<file path="config.mk">
export PLATFORM = sky130hd
export DESIGN_NAME = scancode_to_ascii_decoder_core
export DESIGN_NICKNAME = d
export VERILOG_FILES = /design/src/rtl/sc2asc_pkg.sv /design/src/rtl/sc2asc_decode.sv /design/src/rtl/scancode_to_ascii_decoder_core.sv
export SDC_FILE = /design/constraint.sdc
export NUM_CORES = 1
export LEC_CHECK = 0
export ABC_AREA = 1
export BUFFER_PORTS_ARGS = -buffer_cell sky130_fd_sc_hd__buf_2
export CAP_MARGIN = 20
export CORE_ASPECT_RATIO = 1.5
export CORE_MARGIN = 5
export CORE_UTILIZATION = 55
export CTS_CLUSTER_SIZE = 10
export DETAILED_ROUTE_END_ITERATION = 10
export PLACE_DENSITY = 0.76
export REMOVE_ABC_BUFFERS = 1
export SYNTH_ARGS = -nofsm -noshare
export SYNTH_HDL_FRONTEND = slang
export SYNTH_SLANG_ARGS = --single-unit
</file>
<file path="constraint.sdc">
create_clock -name aclk -period 1.75 [get_ports aclk]
set_input_delay 0.175 -clock aclk [delete_from_list [all_inputs] [get_ports aclk]]
set_output_delay 0.175 -clock aclk [all_outputs]
set_load 0.005 [all_outputs]
</file>
<file path="src/rtl/sc2asc_pkg.sv">
// Package for the scancode set 1 to ASCII decoder.
// Holds the key-state flag type, scancode constants and the two lookup tables.
// No dependencies.
`default_nettype none

package sc2asc_pkg;

    localparam int ScanWidth  = 8;
    localparam int AsciiWidth = 7;
    localparam int KeyWidth   = 7;

    localparam logic [ScanWidth-1:0]  SC_PREFIX = 8'hE0;
    localparam logic [KeyWidth-1:0]   SC_LSHIFT = 7'h2A;
    localparam logic [KeyWidth-1:0]   SC_RSHIFT = 7'h36;
    localparam logic [KeyWidth-1:0]   SC_CAPS   = 7'h3A;

    localparam logic [AsciiWidth-1:0] CH_NONE    = 7'h00;
    localparam logic [AsciiWidth-1:0] CH_LOWER_A = 7'h61;
    localparam logic [AsciiWidth-1:0] CH_LOWER_Z = 7'h7A;
    localparam logic [AsciiWidth-1:0] CH_UPPER_A = 7'h41;
    localparam logic [AsciiWidth-1:0] CH_UPPER_Z = 7'h5A;
    localparam logic [AsciiWidth-1:0] CH_CASE    = 7'h20;

    typedef struct packed {
        logic shift_held;
        logic caps_active;
        logic prefix_pending;
    } sc2asc_flags_t;

    function automatic logic [AsciiWidth-1:0] plain_char(input logic [KeyWidth-1:0] key);
        logic [AsciiWidth-1:0] ch;
        case (key)
            7'h01: ch = 7'h1B;
            7'h02: ch = 7'h31;
            7'h03: ch = 7'h32;
            7'h04: ch = 7'h33;
            7'h05: ch = 7'h34;
            7'h06: ch = 7'h35;
            7'h07: ch = 7'h36;
            7'h08: ch = 7'h37;
            7'h09: ch = 7'h38;
            7'h0A: ch = 7'h39;
            7'h0B: ch = 7'h30;
            7'h0C: ch = 7'h2D;
            7'h0D: ch = 7'h3D;
            7'h0E: ch = 7'h08;
            7'h0F: ch = 7'h09;
            7'h10: ch = 7'h71;
            7'h11: ch = 7'h77;
            7'h12: ch = 7'h65;
            7'h13: ch = 7'h72;
            7'h14: ch = 7'h74;
            7'h15: ch = 7'h79;
            7'h16: ch = 7'h75;
            7'h17: ch = 7'h69;
            7'h18: ch = 7'h6F;
            7'h19: ch = 7'h70;
            7'h1A: ch = 7'h5B;
            7'h1B: ch = 7'h5D;
            7'h1C: ch = 7'h0A;
            7'h1E: ch = 7'h61;
            7'h1F: ch = 7'h73;
            7'h20: ch = 7'h64;
            7'h21: ch = 7'h66;
            7'h22: ch = 7'h67;
            7'h23: ch = 7'h68;
            7'h24: ch = 7'h6A;
            7'h25: ch = 7'h6B;
            7'h26: ch = 7'h6C;
            7'h27: ch = 7'h3B;
            7'h28: ch = 7'h27;
            7'h29: ch = 7'h60;
            7'h2B: ch = 7'h5C;
            7'h2C: ch = 7'h7A;
            7'h2D: ch = 7'h78;
            7'h2E: ch = 7'h63;
            7'h2F: ch = 7'h76;
            7'h30: ch = 7'h62;
            7'h31: ch = 7'h6E;
            7'h32: ch = 7'h6D;
            7'h33: ch = 7'h2C;
            7'h34: ch = 7'h2E;
            7'h35: ch = 7'h2F;
            7'h37: ch = 7'h2A;
            7'h39: ch = 7'h20;
            default: ch = CH_NONE;
        endcase
        return ch;
    endfunction

    function automatic logic [AsciiWidth-1:0] upper_char(input logic [KeyWidth-1:0] key);
        logic [AsciiWidth-1:0] ch;
        case (key)
            7'h01: ch = 7'h1B;
            7'h02: ch = 7'h21;
            7'h03: ch = 7'h40;
            7'h04: ch = 7'h23;
            7'h05: ch = 7'h24;
            7'h06: ch = 7'h25;
            7'h07: ch = 7'h5E;
            7'h08: ch = 7'h26;
            7'h09: ch = 7'h2A;
            7'h0A: ch = 7'h28;
            7'h0B: ch = 7'h29;
            7'h0C: ch = 7'h5F;
            7'h0D: ch = 7'h2B;
            7'h0E: ch = 7'h08;
            7'h0F: ch = 7'h09;
            7'h10: ch = 7'h51;
            7'h11: ch = 7'h57;
            7'h12: ch = 7'h45;
            7'h13: ch = 7'h52;
            7'h14: ch = 7'h54;
            7'h15: ch = 7'h59;
            7'h16: ch = 7'h55;
            7'h17: ch = 7'h49;
            7'h18: ch = 7'h4F;
            7'h19: ch = 7'h50;
            7'h1A: ch = 7'h7B;
            7'h1B: ch = 7'h7D;
            7'h1C: ch = 7'h0A;
            7'h1E: ch = 7'h41;
            7'h1F: ch = 7'h53;
            7'h20: ch = 7'h44;
            7'h21: ch = 7'h46;
            7'h22: ch = 7'h47;
            7'h23: ch = 7'h48;
            7'h24: ch = 7'h4A;
            7'h25: ch = 7'h4B;
            7'h26: ch = 7'h4C;
            7'h27: ch = 7'h3A;
            7'h28: ch = 7'h22;
            7'h29: ch = 7'h7E;
            7'h2B: ch = 7'h7C;
            7'h2C: ch = 7'h5A;
            7'h2D: ch = 7'h58;
            7'h2E: ch = 7'h43;
            7'h2F: ch = 7'h56;
            7'h30: ch = 7'h42;
            7'h31: ch = 7'h4E;
            7'h32: ch = 7'h4D;
            7'h33: ch = 7'h3C;
            7'h34: ch = 7'h3E;
            7'h35: ch = 7'h3F;
            7'h37: ch = 7'h2A;
            7'h39: ch = 7'h20;
            default: ch = CH_NONE;
        endcase
        return ch;
    endfunction

endpackage

`default_nettype wire

</file>
<file path="src/rtl/sc2asc_decode.sv">
// Combinational decode of one scancode byte against the current key flags.
// Produces the character and the updated flags. Depends on sc2asc_pkg.
`default_nettype none

module sc2asc_decode
    import sc2asc_pkg::*;
(
    input  wire logic [ScanWidth-1:0]  scan_byte,
    input  wire sc2asc_flags_t         flags,
    output sc2asc_flags_t              flags_next,
    output logic [AsciiWidth-1:0]      ascii_char
);

    logic [KeyWidth-1:0]   key;
    logic                  is_shift;
    logic [AsciiWidth-1:0] lookup;

    assign key      = scan_byte[KeyWidth-1:0];
    assign is_shift = (key == SC_LSHIFT) || (key == SC_RSHIFT);
    assign lookup   = flags.shift_held ? upper_char(key) : plain_char(key);

    always_comb begin
        flags_next = flags;
        ascii_char = CH_NONE;
        if (scan_byte == SC_PREFIX) begin
            flags_next.prefix_pending = 1'b1;
        end else if (scan_byte[ScanWidth-1]) begin
            if (is_shift) begin
                flags_next.shift_held = 1'b0;
            end
            flags_next.prefix_pending = 1'b0;
        end else if (is_shift) begin
            flags_next.shift_held = 1'b1;
        end else if (key == SC_CAPS) begin
            flags_next.caps_active = ~flags.caps_active;
        end else if (flags.prefix_pending) begin
            flags_next.prefix_pending = 1'b0;
        end else begin
            ascii_char = lookup;
            if (flags.caps_active) begin
                if (!flags.shift_held && lookup >= CH_LOWER_A && lookup <= CH_LOWER_Z) begin
                    ascii_char = lookup - CH_CASE;
                end else if (flags.shift_held && lookup >= CH_UPPER_A
                             && lookup <= CH_UPPER_Z) begin
                    ascii_char = lookup + CH_CASE;
                end
            end
        end
    end

endmodule

`default_nettype wire

</file>
<file path="src/rtl/scancode_to_ascii_decoder_core.sv">
// Top level of the scancode set 1 to ASCII decoder: input register, key flags,
// result register. Depends on sc2asc_pkg and sc2asc_decode.
//
//   channel | ports                       | width | direction
//   s_      | s_valid s_ready s_scan_byte | 8     | in
//   m_      | m_valid m_ready m_ascii_char| 7     | out
//
// One item per cycle while m_ready is high; an item reaches m_ via the result register.
// The input register and the result register are decoupled, so one item is still
// taken while a result waits on m_ready. Flags update as an item moves from the
// input register into the result register. aresetn (synchronous) clears valids
// and flags.
`default_nettype none

module scancode_to_ascii_decoder_core
    import sc2asc_pkg::*;
(
    input  wire logic                  aclk,
    input  wire logic                  aresetn,
    input  wire logic                  s_valid,
    output logic                       s_ready,
    input  wire logic [ScanWidth-1:0]  s_scan_byte,
    output logic                       m_valid,
    input  wire logic                  m_ready,
    output logic [AsciiWidth-1:0]      m_ascii_char
);

    logic                  in_valid_reg;
    logic [ScanWidth-1:0]  in_byte_reg;
    logic                  out_valid_reg;
    logic [AsciiWidth-1:0] out_char_reg;
    sc2asc_flags_t         flags_reg;
    sc2asc_flags_t         flags_next;
    logic [AsciiWidth-1:0] char_next;
    logic                  out_free;
    logic                  dec_fire;
    logic                  s_fire;

    assign out_free = !out_valid_reg || m_ready;
    assign dec_fire = in_valid_reg && out_free;
    assign s_ready  = !in_valid_reg || out_free;
    assign s_fire   = s_valid && s_ready;

    sc2asc_decode u_decode (
        .scan_byte  (in_byte_reg),
        .flags      (flags_reg),
        .flags_next (flags_next),
        .ascii_char (char_next)
    );

    always_ff @(posedge aclk) begin
        if (!aresetn) begin
            in_valid_reg  <= 1'b0;
            out_valid_reg <= 1'b0;
            flags_reg     <= '0;
        end else begin
            if (s_ready) begin
                in_valid_reg <= s_valid;
            end
            if (out_free) begin
                out_valid_reg <= in_valid_reg;
            end
            if (dec_fire) begin
                flags_reg <= flags_next;
            end
        end
    end

    always_ff @(posedge aclk) begin
        if (s_fire) begin
            in_byte_reg <= s_scan_byte;
        end
        if (dec_fire) begin
            out_char_reg <= char_next;
        end
    end

    assign m_valid      = out_valid_reg;
    assign m_ascii_char = out_char_reg;

    a_stall_full: assert property (@(posedge aclk) disable iff (!aresetn)
        !s_ready |-> (in_valid_reg && out_valid_reg))
        else $error("input stalled with a free slot");

    a_prefix_set: assert property (@(posedge aclk) disable iff (!aresetn)
        (dec_fire && in_byte_reg == SC_PREFIX) |=> flags_reg.prefix_pending)
        else $error("prefix byte did not set the prefix flag");

    a_break_silent: assert property (@(posedge aclk) disable iff (!aresetn)
        (dec_fire && in_byte_reg[ScanWidth-1]) |=> (m_ascii_char == CH_NONE))
        else $error("break code produced a character");

    a_caps_toggle: assert property (@(posedge aclk) disable iff (!aresetn)
        (dec_fire && in_byte_reg == {1'b0, SC_CAPS})
        |=> (flags_reg.caps_active != $past(flags_reg.caps_active)))
        else $error("caps lock make did not toggle caps");

endmodule

`default_nettype wire

</file>
# Word-level counts from Yosys, hierarchy flattened
# Memories as Yosys holds them, arrays and structs flattened. A register that Yosys moved wholly into a read port is not among the register bits.
# Cells that the tools add are included.
[totals]
output_inout_bits = 9
n_memories = 2
inputBits = 12
word_cells = 56
mem_bits_ro = 896
reg_bits = 20
[memory_table]
columns = ["memory", "depth", "word_bits", "rd", "rd_clocked_by_memory_dff", "write_ports", "line_no", "source"]
rows = [
  ["(name not given)", 64, 7, 1, 1, 0, "sc2asc_pkg.sv:32", "case (key)"],
  ["(name not given)", 64, 7, 1, 1, 0, "sc2asc_pkg.sv:93", "case (key)"],
]
[op_classes]
eq_ne = 6
n_reduce_logical = 16
add_sub_neg = 2
n_bitwise = 4
order_cmp = 4
muxes = 15
[op_table]
columns = ["cell", "count"]
rows = [
  ["$mux 7", 6],
  ["$eq 7x6->1 const B", 3],
  ["$ge 7x7->1 const B", 2],
  ["$le 7x7->1 const B", 2],
  ["$mux 6", 2],
  ["$eq 8x8->1 const B", 1],
  ["$add 7x6->7 const B", 1],
  ["$mux 1", 7],
  ["$sub 7x6->7 const B", 1],
  ["$logic_and 1x1->1", 6],
  ["$reduce_and 3->1", 2],
  ["$reduce_and 5->1", 1],
  ["$reduce_or 5->1", 1],
  ["$not 1->1", 4],
  ["$logic_not 1->1", 3],
  ["$logic_or 1x1->1", 3],
  ["$ne 3x2->1 const B", 1],
  ["$ne 3x3->1 const B", 1],
]

# Longest topological paths before layout
[depth]
word_depth = 8
ltp_mapped = 15
depth_no_buf = 15

# By module
# From an unflattened synthesis, not the netlist that was laid out.
[unflattened]
cells_unflattened = 361
area_unflattened_um2 = 2204.6
[modules_own_cells]
columns = ["module", "seq_area_each_um2", "instances", "area_per_inst_um2", "cells_per_inst"]
rows = [
  ["sc2asc_decode", 0.0, 1, 1529.0, 314],
  ["scancode_to_ascii_decoder_core", 550.5, 1, 675.6, 47],
]

# Least setup slack after synthesis
# OpenSTA, ideal clock, no wires.
[synth_path]
path_type = "register to register"
from = "reg out_valid_reg (netlist: m_valid)"
to = "reg (tool-made name)"
setup_ps = 122
stages_incl_launch_ff = 15
required_ps = 1628
period_less_slack_ps = 1886
setup_slack_ps = -136
arrival_ps = 1763
path_buffers = 1
cell_sequence = "dfxtp_1 nand3_4 nand2_8 buf_12 nand2_1 nand2_2 ha_1 inv_1 nand2_1 inv_1 nor2_1 o21ai_1 nand2_1 nor2_1 a21oi_1"
[synth_lines]
columns = ["item", "line_no", "source"]
rows = [
  ["start, declared", "scancode_to_ascii_decoder_core.sv:30", "logic out_valid_reg;"],
  ["start signal, assigned", "scancode_to_ascii_decoder_core.sv:61", "out_valid_reg <= in_valid_reg;"],
]

==> results.sh <==
export IMPL_slew_headroom=0.758
export IMPL_worst_pin_slew_ns=0.363
export IMPL_cts_root_buf="clkbuf_8"
export IMPL_busiest_layer="met2"
export IMPL_violations="setup timing"
export IMPL_hp_class="in -> reg"
export IMPL_synthXorXnorAreaFrac=0.00308
export IMPL_end_kind="flop"
export IMPL_leakagePower_nw=2.04
export IMPL_drt_iter0_markers=313
export IMPL_dieWidth_um=68.7
export IMPL_startpoint_type="flop"
export IMPL_finalSetupViolations=16
export IMPL_clock_sinks=34
export IMPL_synth_edff_count=15
export IMPL_synth_top_family_by_area="simple AND/OR/NAND/NOR gates"
export IMPL_async_reset_ff_frac=0
export IMPL_syn_cell_area_um2=2850
export IMPL_seq_area_um2=837
export IMPL_nets=529
export IMPL_final_antenna_net_count=0
export IMPL_worstHoldStart="s_scan_byte[7]"
export IMPL_start_util=0.560
export IMPL_r2r_cells=11
export IMPL_hold_end="in_byte_reg[7]"
export IMPL_ys_ff_latch=34
export IMPL_status="complete, but fails checks"
export IMPL_finalMaxSlewViolations=0
export IMPL_timing_final_ws_setup_ns=-0.295
export IMPL_synth_ff_type="dfxtp_1"
export IMPL_power_density_nw_per_um2=665
export IMPL_ys_types=41
export IMPL_fin_crit_sh=1.17
export IMPL_min_period_ns=2.05
export IMPL_grt_pass1_vias=3043
export IMPL_synthAdderAreaFrac=0.0572
export IMPL_drcViolationCount=0
export IMPL_crit_type="reg -> reg"
export IMPL_io_buffers=20
export IMPL_multi_input_area_um2=2170
export IMPL_h_tree_depth=2
export IMPL_vdd_ir_drop_max_mv=0.388
export IMPL_antenna_cells=0
export IMPL_wire_per_inst_um=21.1
export IMPL_track_usage=0.264
export IMPL_timing_fmax_mhz=489
export IMPL_grt_setup_unrepaired="true"
export IMPL_grt_max_degree=20
export IMPL_clock_latency_ns=0.30
export IMPL_netlist_instances=393
export IMPL_rr_startpoint="in_valid_reg"
export IMPL_finalHoldViolCount=0
export IMPL_clock_path_buffers=2
export IMPL_reg2reg_slack_ns=-0.30
export IMPL_cts_tree="built"
export IMPL_io_pins=21
export IMPL_drt_pass1_iterations=5
export IMPL_fin_area_um2=4370
export IMPL_cts_hold_buf=0
export IMPL_ys_seq_area_frac=0.292
export IMPL_grt_pass1_wl_um=13600
export IMPL_clock_skew_ns=0.00576
export IMPL_use_met1=0.282
export IMPL_route_vias_total=3474
export IMPL_syn_avg_cell_area_um2=7.24
export IMPL_worst_hold_slack_ns=0.0539
export IMPL_yosysWarningCount=0
export IMPL_gr_usage_met3=0.0414
export IMPL_grt_antenna_before_repair=0
export IMPL_dieArea_um2=6740
export IMPL_place_area_um2=3300
export IMPL_synth_compound_area_share=0.155
export IMPL_dp_hpwl_um=5650
export IMPL_num_rows=32
export IMPL_n_fill_cell=227
export IMPL_core_area_um2=5080
export IMPL_muxShareOfSynthArea=0
export IMPL_clk_pin_slew_ns=0.07
export IMPL_dp_slack_ns=-0.258
export IMPL_avgViaCountPerCell=6.06
export IMPL_layout_drive_gt1_share=0.505
export IMPL_grt_use_met2=0.454
export IMPL_layout_common_cells="nand2_1, buf_4, inv_1"
export IMPL_maxCapViolations=0
export IMPL_place_congestion=0.965
export IMPL_worst_path_max_fanout=4
export IMPL_die_h_um=98.1
export IMPL_final_common_cell="nand2_1"
export IMPL_cp_required_ns=1.93
export IMPL_cp_data_arrival_time_ns=2.23
export IMPL_grt_overflow_total=0
export IMPL_whs_path_depth=1
export IMPL_synth_simple_gate_area_share=0.372
export IMPL_totalWireLength_um=12100
export IMPL_syn_to_final_growth_pct=53.5
export IMPL_cts_buffers=5
[synthesized netlist by cell type (2+ instances only)]
cell type | instances | area, um2
a21oi_1 | 20 | 100
a21oi_2 | 2 | 17.5
a31oi_1 | 2 | 12.5
buf_12 | 2 | 40.0
buf_4 | 3 | 22.5
buf_6 | 5 | 56.3
dfxtp_1 | 19 | 380
edfxtp_1 | 15 | 450
ha_1 | 13 | 163
inv_1 | 49 | 184
inv_2 | 5 | 18.8
nand2_1 | 101 | 379
nand2_2 | 14 | 87.6
nand2_4 | 4 | 45.0
nand3_1 | 29 | 145
nand3_2 | 9 | 90.1
nand3_4 | 2 | 35.0
nand4_1 | 2 | 12.5
nor2_1 | 35 | 131
nor2_2 | 4 | 25.0
nor2_4 | 2 | 22.5
nor3_1 | 6 | 30.0
nor4_1 | 2 | 12.5
o211ai_1 | 6 | 45.0
o21ai_0 | 5 | 25.0
o21ai_1 | 13 | 65.1
o21ai_2 | 8 | 70.1
o21ai_4 | 3 | 48.8
[final cells by class]
class	instances	area share
Clock buffer	7	0.0198
Clock inverter	1	0.00115
Inverter	55	0.0507
Multi-Input combinational cell	296	0.497
Sequential cell	34	0.192
Tap cell	68	0.0195
Timing Repair Buffer	112	0.221
[worst max-delay path: stages, from the launching register on]
cell and delay (ns):
dfxtp_2 0.35, nand3_4 0.14, nand2_4 0.09, buf_6 0.13
o21ai_4 0.24, buf_6 0.15, ha_4 0.12, inv_2 0.04
o211ai_1 0.25, nand3b_1 0.21, nand3_1 0.13, nand3_1 0.09
[power by group]
part / internal, mW / switching (mW)
combinational: 0.542 / 0.759
clock: 0.318 / 0.335
sequential: 0.913 / 0.0372
total: 1.77 / 1.13
[cell families after synthesis]
| logic type | Yosys count |
|---|---|
| and+or+nand+nor | 214 |
| buffers and inverters | 66 |
| AOI/OAI and AO/OA | 65 |
| DFF | 34 |
| adders and majority gates | 13 |
| xor gates and xnor gates | 1 |
[routing by layer]
metal	vias to the layer above	wire [um]
met5	-	0
met4	0	1090
met3	100	837
met2	257	6170
met1	1605	3980
li1	1512	-
[per-stage QoR]
| step | util | std cells | TNS, ns | power [mW] |
|---|---|---|---|---|
| finish | 0.859 | 573 | -2.40 | 2.90 |
| global route | 0.859 | 573 | -3.88 | 2.98 |
| CTS | 0.735 | 547 | -0.184 | 2.50 |
| detailed placement | 0.650 | 521 | -2.16 | 1.78 |
| global placement | 0.650 | 521 | -1.40 | 1.76 |
| floorplan | - | 382 | -1.93 | 1.48 |
[timing repair]
action                                  CTS  global route
endpoints found under the setup margin   16            21
resized for setup                        55            87
pin swaps                                23            42
setup buffers                            16            24
cloned                                    3             2
hold endpoints to repair                  0             0
[worst max path at each step]
stage | from | to | slack, ns | cells after the start
after CTS | in_valid_reg | flop | -0.04 | 14
after floorplan | m_valid | flop | -0.22 | 14
after detailed placement | m_valid | flop | -0.26 | 14
final | in_valid_reg | flop | -0.30 | 11
after global placement | in_valid_reg | flop | -0.19 | 14
after global routing | in_valid_reg | flop | -0.35 | 11
Power figures use the tool's default switching activity.
